`config.mk`:
```
export PLATFORM = sky130hd
export DESIGN_NAME = pbde_decode
export DESIGN_NICKNAME = d
export VERILOG_FILES = /design/src/rtl/pbde_pkg.sv /design/src/rtl/pbde_decode.sv
export SDC_FILE = /design/constraint.sdc
export NUM_CORES = 1
export LEC_CHECK = 0
export BUFFER_PORTS_ARGS = -buffer_cell sky130_fd_sc_hd__buf_2
export CAP_MARGIN = 20
export CORE_MARGIN = 1.5
export CORE_UTILIZATION = 50
export DETAILED_ROUTE_END_ITERATION = 10
export GPL_TIMING_DRIVEN = 1
export MAX_ROUTING_LAYER = met4
export PLACE_DENSITY = 0.92
export REMOVE_ABC_BUFFERS = 1
export SETUP_SLACK_MARGIN = 0.1
export SLEW_MARGIN = 20
export SYNTH_ARGS = -nofsm -noshare
export SYNTH_HDL_FRONTEND = slang
export SYNTH_SLANG_ARGS = --single-unit
```
`constraint.sdc`:
```
create_clock -name vclk -period 17.8
set_input_delay 0.89 -clock vclk [all_inputs]
set_output_delay 0.89 -clock vclk [all_outputs]
set_load 0.02 [all_outputs]
```
`src/rtl/pbde_pkg.sv`:
```
// Shared types, codes and helper functions of the packed bitmap draw engine.
package pbde_pkg;

    // Default geometry of the word store.
    localparam int unsigned MAX_ROW_WORDS_DEF = 32;
    localparam int unsigned MAX_ROWS_DEF      = 1024;

    // Configuration port geometry.
    localparam int unsigned CFG_IDX_W  = 2;
    localparam int unsigned CFG_DATA_W = 12;

    // Configuration register indexes.
    localparam logic [CFG_IDX_W-1:0] CFG_ORIGIN_X    = 2'd0;
    localparam logic [CFG_IDX_W-1:0] CFG_ORIGIN_Y    = 2'd1;
    localparam logic [CFG_IDX_W-1:0] CFG_WIDTH_WORDS = 2'd2;
    localparam logic [CFG_IDX_W-1:0] CFG_HEIGHT_ROWS = 2'd3;

    // Command mode codes.
    localparam logic [2:0] MODE_SET     = 3'd0;
    localparam logic [2:0] MODE_GET     = 3'd1;
    localparam logic [2:0] MODE_SPAN    = 3'd2;
    localparam logic [2:0] MODE_COMBINE = 3'd3;
    localparam logic [2:0] MODE_CLEAR   = 3'd4;

    // Raster operation codes.
    localparam logic [2:0] ROP_COPY = 3'd0;
    localparam logic [2:0] ROP_OR   = 3'd1;
    localparam logic [2:0] ROP_AND  = 3'd2;
    localparam logic [2:0] ROP_XOR  = 3'd3;
    localparam logic [2:0] ROP_ANDN = 3'd4;
    localparam logic [2:0] ROP_NOT  = 3'd5;

    localparam logic [31:0] ALL_ONES = 32'hffff_ffff;

    // Decoded command class.
    typedef enum logic [2:0] {
        K_NONE,
        K_SET,
        K_GET,
        K_SPAN,
        K_COMBINE,
        K_CLEAR
    } t_kind;

    // Sequencer states.
    typedef enum logic [2:0] {
        S_INIT,
        S_IDLE,
        S_WORD,
        S_SPAN,
        S_CLEAR
    } t_state;

    // Command as handed from the decoder to the sequencer.
    typedef struct packed {
        t_kind       kind;
        logic        reject;
        logic [4:0]  bit_pos;   // pixel position inside the word, 0 is the MSB
        logic        pix;
        logic [31:0] src;
        logic [2:0]  rop;
        logic [4:0]  lo;        // first pixel of the span in its first word
        logic [4:0]  hm;        // last pixel of the span in its last word
        logic [5:0]  touched;
    } t_cmd;

    // Apply a raster operation to a stored word.
    function automatic logic [31:0] rop_apply(input logic [2:0] op, input logic [31:0] dst,
                                              input logic [31:0] src);
        logic [31:0] res;
        unique case (op)
            ROP_COPY: res = src;
            ROP_OR:   res = dst | src;
            ROP_AND:  res = dst & src;
            ROP_XOR:  res = dst ^ src;
            ROP_ANDN: res = dst & ~src;
            ROP_NOT:  res = ~src;
            default:  res = dst;
        endcase
        return res;
    endfunction

    // Ones at pixels lo through hm of a word, leftmost pixel in the MSB.
    function automatic logic [31:0] span_mask(input logic [4:0] lo, input logic [4:0] hm);
        logic [31:0] head;
        logic [31:0] tail;
        head = ALL_ONES >> lo;
        tail = ALL_ONES << (5'd31 - hm);
        return head & tail;
    endfunction

endpackage

```
`src/rtl/pbde_decode.sv`:
```
// Command decoder: bounds checks, span clipping and word address of an incoming command.
module pbde_decode #(
    parameter int unsigned MAX_ROW_WORDS = pbde_pkg::MAX_ROW_WORDS_DEF,
    parameter int unsigned MAX_ROWS      = pbde_pkg::MAX_ROWS_DEF,
    localparam int unsigned DEPTH = MAX_ROWS * MAX_ROW_WORDS,
    localparam int unsigned AW    = (DEPTH > 1) ? $clog2(DEPTH) : 1,
    localparam int unsigned WIW   = (MAX_ROW_WORDS > 1) ? $clog2(MAX_ROW_WORDS) : 1
) (
    input  logic [11:0]        i_origin_x,
    input  logic [11:0]        i_origin_y,
    input  logic [5:0]         i_width_words,
    input  logic [10:0]        i_height_rows,
    input  logic [2:0]         i_mode,
    input  logic [12:0]        i_pos_x,
    input  logic [12:0]        i_pos_y,
    input  logic signed [11:0] i_span_length,
    input  logic               i_pixel_value,
    input  logic [31:0]        i_source_word,
    input  logic [2:0]         i_raster_op,
    output pbde_pkg::t_cmd     o_cmd,
    output logic [AW-1:0]      o_addr,
    output logic [WIW-1:0]     o_span_count
);

    import pbde_pkg::*;

    logic [5:0]  eff_w;
    logic [10:0] eff_h;
    logic [12:0] wpx;
    logic [13:0] rx;
    logic [13:0] ry;
    logic        x_ok;
    logic        y_ok;
    logic        len_ok;
    logic [12:0] rxc;
    logic        span_ok;
    logic [12:0] end_x;
    logic [12:0] end_c;
    logic [12:0] end_m1;
    logic [7:0]  first_w;
    logic [7:0]  last_w;
    logic [7:0]  end_w;
    logic [7:0]  word_sel;
    logic        rop_ok;
    t_kind       kind;
    logic        reject;

    // Geometry in use, limited to the size of the store.
    assign eff_w = (32'(i_width_words) > MAX_ROW_WORDS) ? 6'(MAX_ROW_WORDS) : i_width_words;
    assign eff_h = (32'(i_height_rows) > MAX_ROWS) ? 11'(MAX_ROWS) : i_height_rows;
    assign wpx   = {2'b00, eff_w, 5'b00000};

    // Bitmap coordinates relative to the origin; bit 13 is the sign.
    assign rx = {1'b0, i_pos_x} - {2'b00, i_origin_x};
    assign ry = {1'b0, i_pos_y} - {2'b00, i_origin_y};

    assign x_ok = !rx[13] && (rx[12:0] < wpx);
    assign y_ok = !ry[13] && (ry[12:0] < {2'b00, eff_h});

    // Span: clip the start to the left edge and the end to the row's end.
    assign len_ok  = !i_span_length[11] && (i_span_length != 12'sd0);
    assign rxc     = rx[13] ? 13'd0 : rx[12:0];
    assign span_ok = y_ok && len_ok && (rxc < wpx);
    assign end_x   = rxc + {2'b00, i_span_length[10:0]};
    assign end_c   = (end_x >= wpx) ? wpx : end_x;
    assign end_m1  = end_c - 13'd1;
    assign first_w = rxc[12:5];
    assign last_w  = end_m1[12:5];
    assign end_w   = end_c[12:5];

    assign rop_ok = (i_raster_op <= ROP_NOT);

    // Command class and rejection.
    always_comb begin
        unique case (i_mode)
            MODE_SET: begin
                kind   = K_SET;
                reject = !(x_ok && y_ok);
            end
            MODE_GET: begin
                kind   = K_GET;
                reject = !(x_ok && y_ok);
            end
            MODE_SPAN: begin
                kind   = K_SPAN;
                reject = !span_ok;
            end
            MODE_COMBINE: begin
                kind   = K_COMBINE;
                reject = !(x_ok && y_ok && rop_ok);
            end
            MODE_CLEAR: begin
                kind   = K_CLEAR;
                reject = 1'b0;
            end
            default: begin
                kind   = K_NONE;
                reject = 1'b1;
            end
        endcase
    end

    // Word address: row base plus word within the row.
    assign word_sel = (kind == K_SPAN) ? first_w : rx[12:5];
    assign o_addr   = AW'(32'(ry[12:0]) * 32'(MAX_ROW_WORDS) + 32'(word_sel));

    assign o_span_count = WIW'(last_w - first_w);

    always_comb begin
        o_cmd.kind    = kind;
        o_cmd.reject  = reject;
        o_cmd.bit_pos = rx[4:0];
        o_cmd.pix     = i_pixel_value;
        o_cmd.src     = i_source_word;
        o_cmd.rop     = i_raster_op;
        o_cmd.lo      = rxc[4:0];
        o_cmd.hm      = end_m1[4:0];
        o_cmd.touched = (end_w > first_w) ? 6'(end_w - first_w - 8'd1) : 6'd0;
    end

endmodule

```
==> qor.txt <==
Hold EP = o_cmd[20]
IO Count = 199
diode count = 0
WL per Instance = 16.1 um
RePlAce Congestion = 0.920
Hold Path Class = input port to output pin
via density per instance = 5.74
antenna violations before repair = 0
Worst Setup End Kind = output pin
routed length on met3 = 1130 um
row count = 32
number of I/O port buffers = 131
setup TNS = 0 ps
Syn Area/Cell = 7.14 um^2
RSZ-0062 raised after global routing = no
Cells on Worst Hold Path = 0
fillcell total = 719
status = complete, no violations
post-synthesis cell count = 550
flip-flop and latch count = 0
largest net degree at the start of global routing = 22
proportion of netlist area held by the largest area contributor = 22.6%
DR top layer = met4
core footprint = 7650 um^2
number of DRC markers in iteration 0 = 184
Worst-Margin Slew = 1100 ps
CP Max Fanout = 21
cell taking the most area after synthesis = ha_1
crit path DAT = 10,200 ps
GRT Util Overall = 27.6%
FF/Latch Area = 0 um^2
DP HPWL = 10,300 um
met1 wire length = 5110 um
LEAKAGE = 2.40 nW
DIE WIDTH = 91.6 um
cts-stage hold buffer count = 0
share of cells above drive strength 1 = 24.2%
Worst path most repeated cell = ha_1
fin. max-slew vios = 0
max incr delay on CP = 880 ps
Initial Util = 51.3%
slowest CP cell = a32oi_2
crit start category = input port
Max Clk Rate = 0.0902 GHz
Syn. warnings = 0
drt drc = 0
Area growth, synth to finish = 12.2%
via count = 4,259
final hold viol count = 0
Post-CTS Setup Inserts = 0
Period Utilization, post-route = 62.3%
non-filler cells, final = 742
Post-Route Utilization = 57.6%
critical path type = input port to output pin
Netlist cell types = 69
hold path start = i_source_word[1]
Slew Limit Headroom = 27.0%
Placed Cells = 742
max cap viols = 0
register area share after synthesis = 0%
final wirelength = 11,900 um
first-pass GRT wire length = 18,500 um
# clk buffers = 0
drt pass-1 iters = 5
PwrDens = 112 nW/um^2
Die Y = 91.6 um
worst vdd ir = 0.0602 mV
DRT antenna net count = 0
grt ovf = 0
Worst Path Required = 16,910 ps
Final Critical Period = 11,090 ps
fin nets = 835
Mapped Area = 3930 um^2
Gates resized, CTS repair = 0
Die ar. = 8390 um^2
final setup vio count = 0
vias in the first global route = 4,107
met2 wire length = 5480 um
top cells by area, synth = ha_1, buf_4, xnor2_1
==> logic make-up (layout without fill, tap and decap cells) <==
kind of cell	count (synthesis)	in the layout	synth area share, %
adder cells (fa/ha/maj)	78	78	25.5
AO/OA/AOI/OAI	150	150	26.3
AND/OR/NAND/NOR	159	159	19.9
multiplexers	9	9	2.45
buffers and inverters	103	193	13.7
XOR/XNOR	51	51	12.1
==> power by group <==
| part | internal, mW | switching (mW) | total (mW) | leakage [nW] |
|---|---|---|---|---|
| clock | 0 | 0 | 0 | 0 |
| combinational | 0.199 | 0.292 | 0.491 | 2.40 |
| sequential | 0 | 0 | 0 | 0 |
==> stage by stage <==
step                      hold WS, ps  setup WS, ps  power (mW)  instance area [um^2]
after CTS                        1780          6900       0.487                  4400
after floorplan                  1780          7850       0.365                  3620
after global placement           1780          7430       0.466                  4400
after global routing             1780          6020       0.536                  4400
final                            1780          6710       0.491                  4400
after detailed placement         1780          6940       0.483                  4400
==> cell type report <==
class / instances / area, um^2 / area share, %
Timing Repair Buffer: 131 / 656 / 14.9
Multi-Input combinational cell: 447 / 3390 / 76.9
Inverter: 62 / 233 / 5.29
Tap cell: 102 / 128 / 2.90
==> layout by cell type (no fill, tap or decap), drive strengths merged, types with 5 or more instances in the layout <==
cell,instances
buf,131
ha,71
inv,61
nand2,49
nor2,38
a21oi,34
xnor2,33
o21ai,33
a21o,27
nor2b,17
xor2,17
nor3,9
o21a,8
nand2b,8
a211oi,8
nand3,7
mux2i,7
and2,7
and3,6
nand3b,5
==> worst max-delay path by stage <==
stage,startpoint,to,slack [ps]
floorplan,i_origin_x[1],o_span_count[4],7850
global placement,i_origin_x[8],o_span_count[3],7430
detailed placement,i_origin_x[8],o_span_count[4],6940
CTS,i_origin_x[8],o_span_count[4],6900
global route,i_origin_x[8],o_span_count[4],6020
finish,i_origin_x[8],o_span_count[4],6710
==> critical path, delay by kind of cell <==
kind            cells  cell delay [ps]
simple gates        9             1900
mux                 1              360
xor+xnor            3              430
buf+inv             5              630
fa+ha+maj           7             2300
compound gates     13             3700
==> per-layer routing <==
metal  up-vias  GRT usage, %
met5         -             -
met4         0          4.56
met3        22          8.04
met2       213          48.7
met1      1946          31.2
li1       2078             -
==> Yosys cell counts (3+ instances only) <==
cell       n
a211o_1    3
a211oi_1   5
a21o_1    27
a21oi_1   33
a31o_2     4
a31oi_1    3
and2_1     7
and3_1     6
buf_4     38
fa_1       4
ha_1      71
inv_1     60
mux2i_1    7
nand2_1   49
nand2b_1   8
nand3_1    7
nand3b_1   5
nor2_1    37
nor2b_1   17
nor3_1     8
nor4_1     4
o211ai_1   4
o21a_1     8
o21ai_0   29
o21ai_1    4
o21bai_1   3
o22ai_1    3
or2_2      3
xnor2_1   32
xor2_1    16
Note: power is estimated with default switching activity, not from simulation.
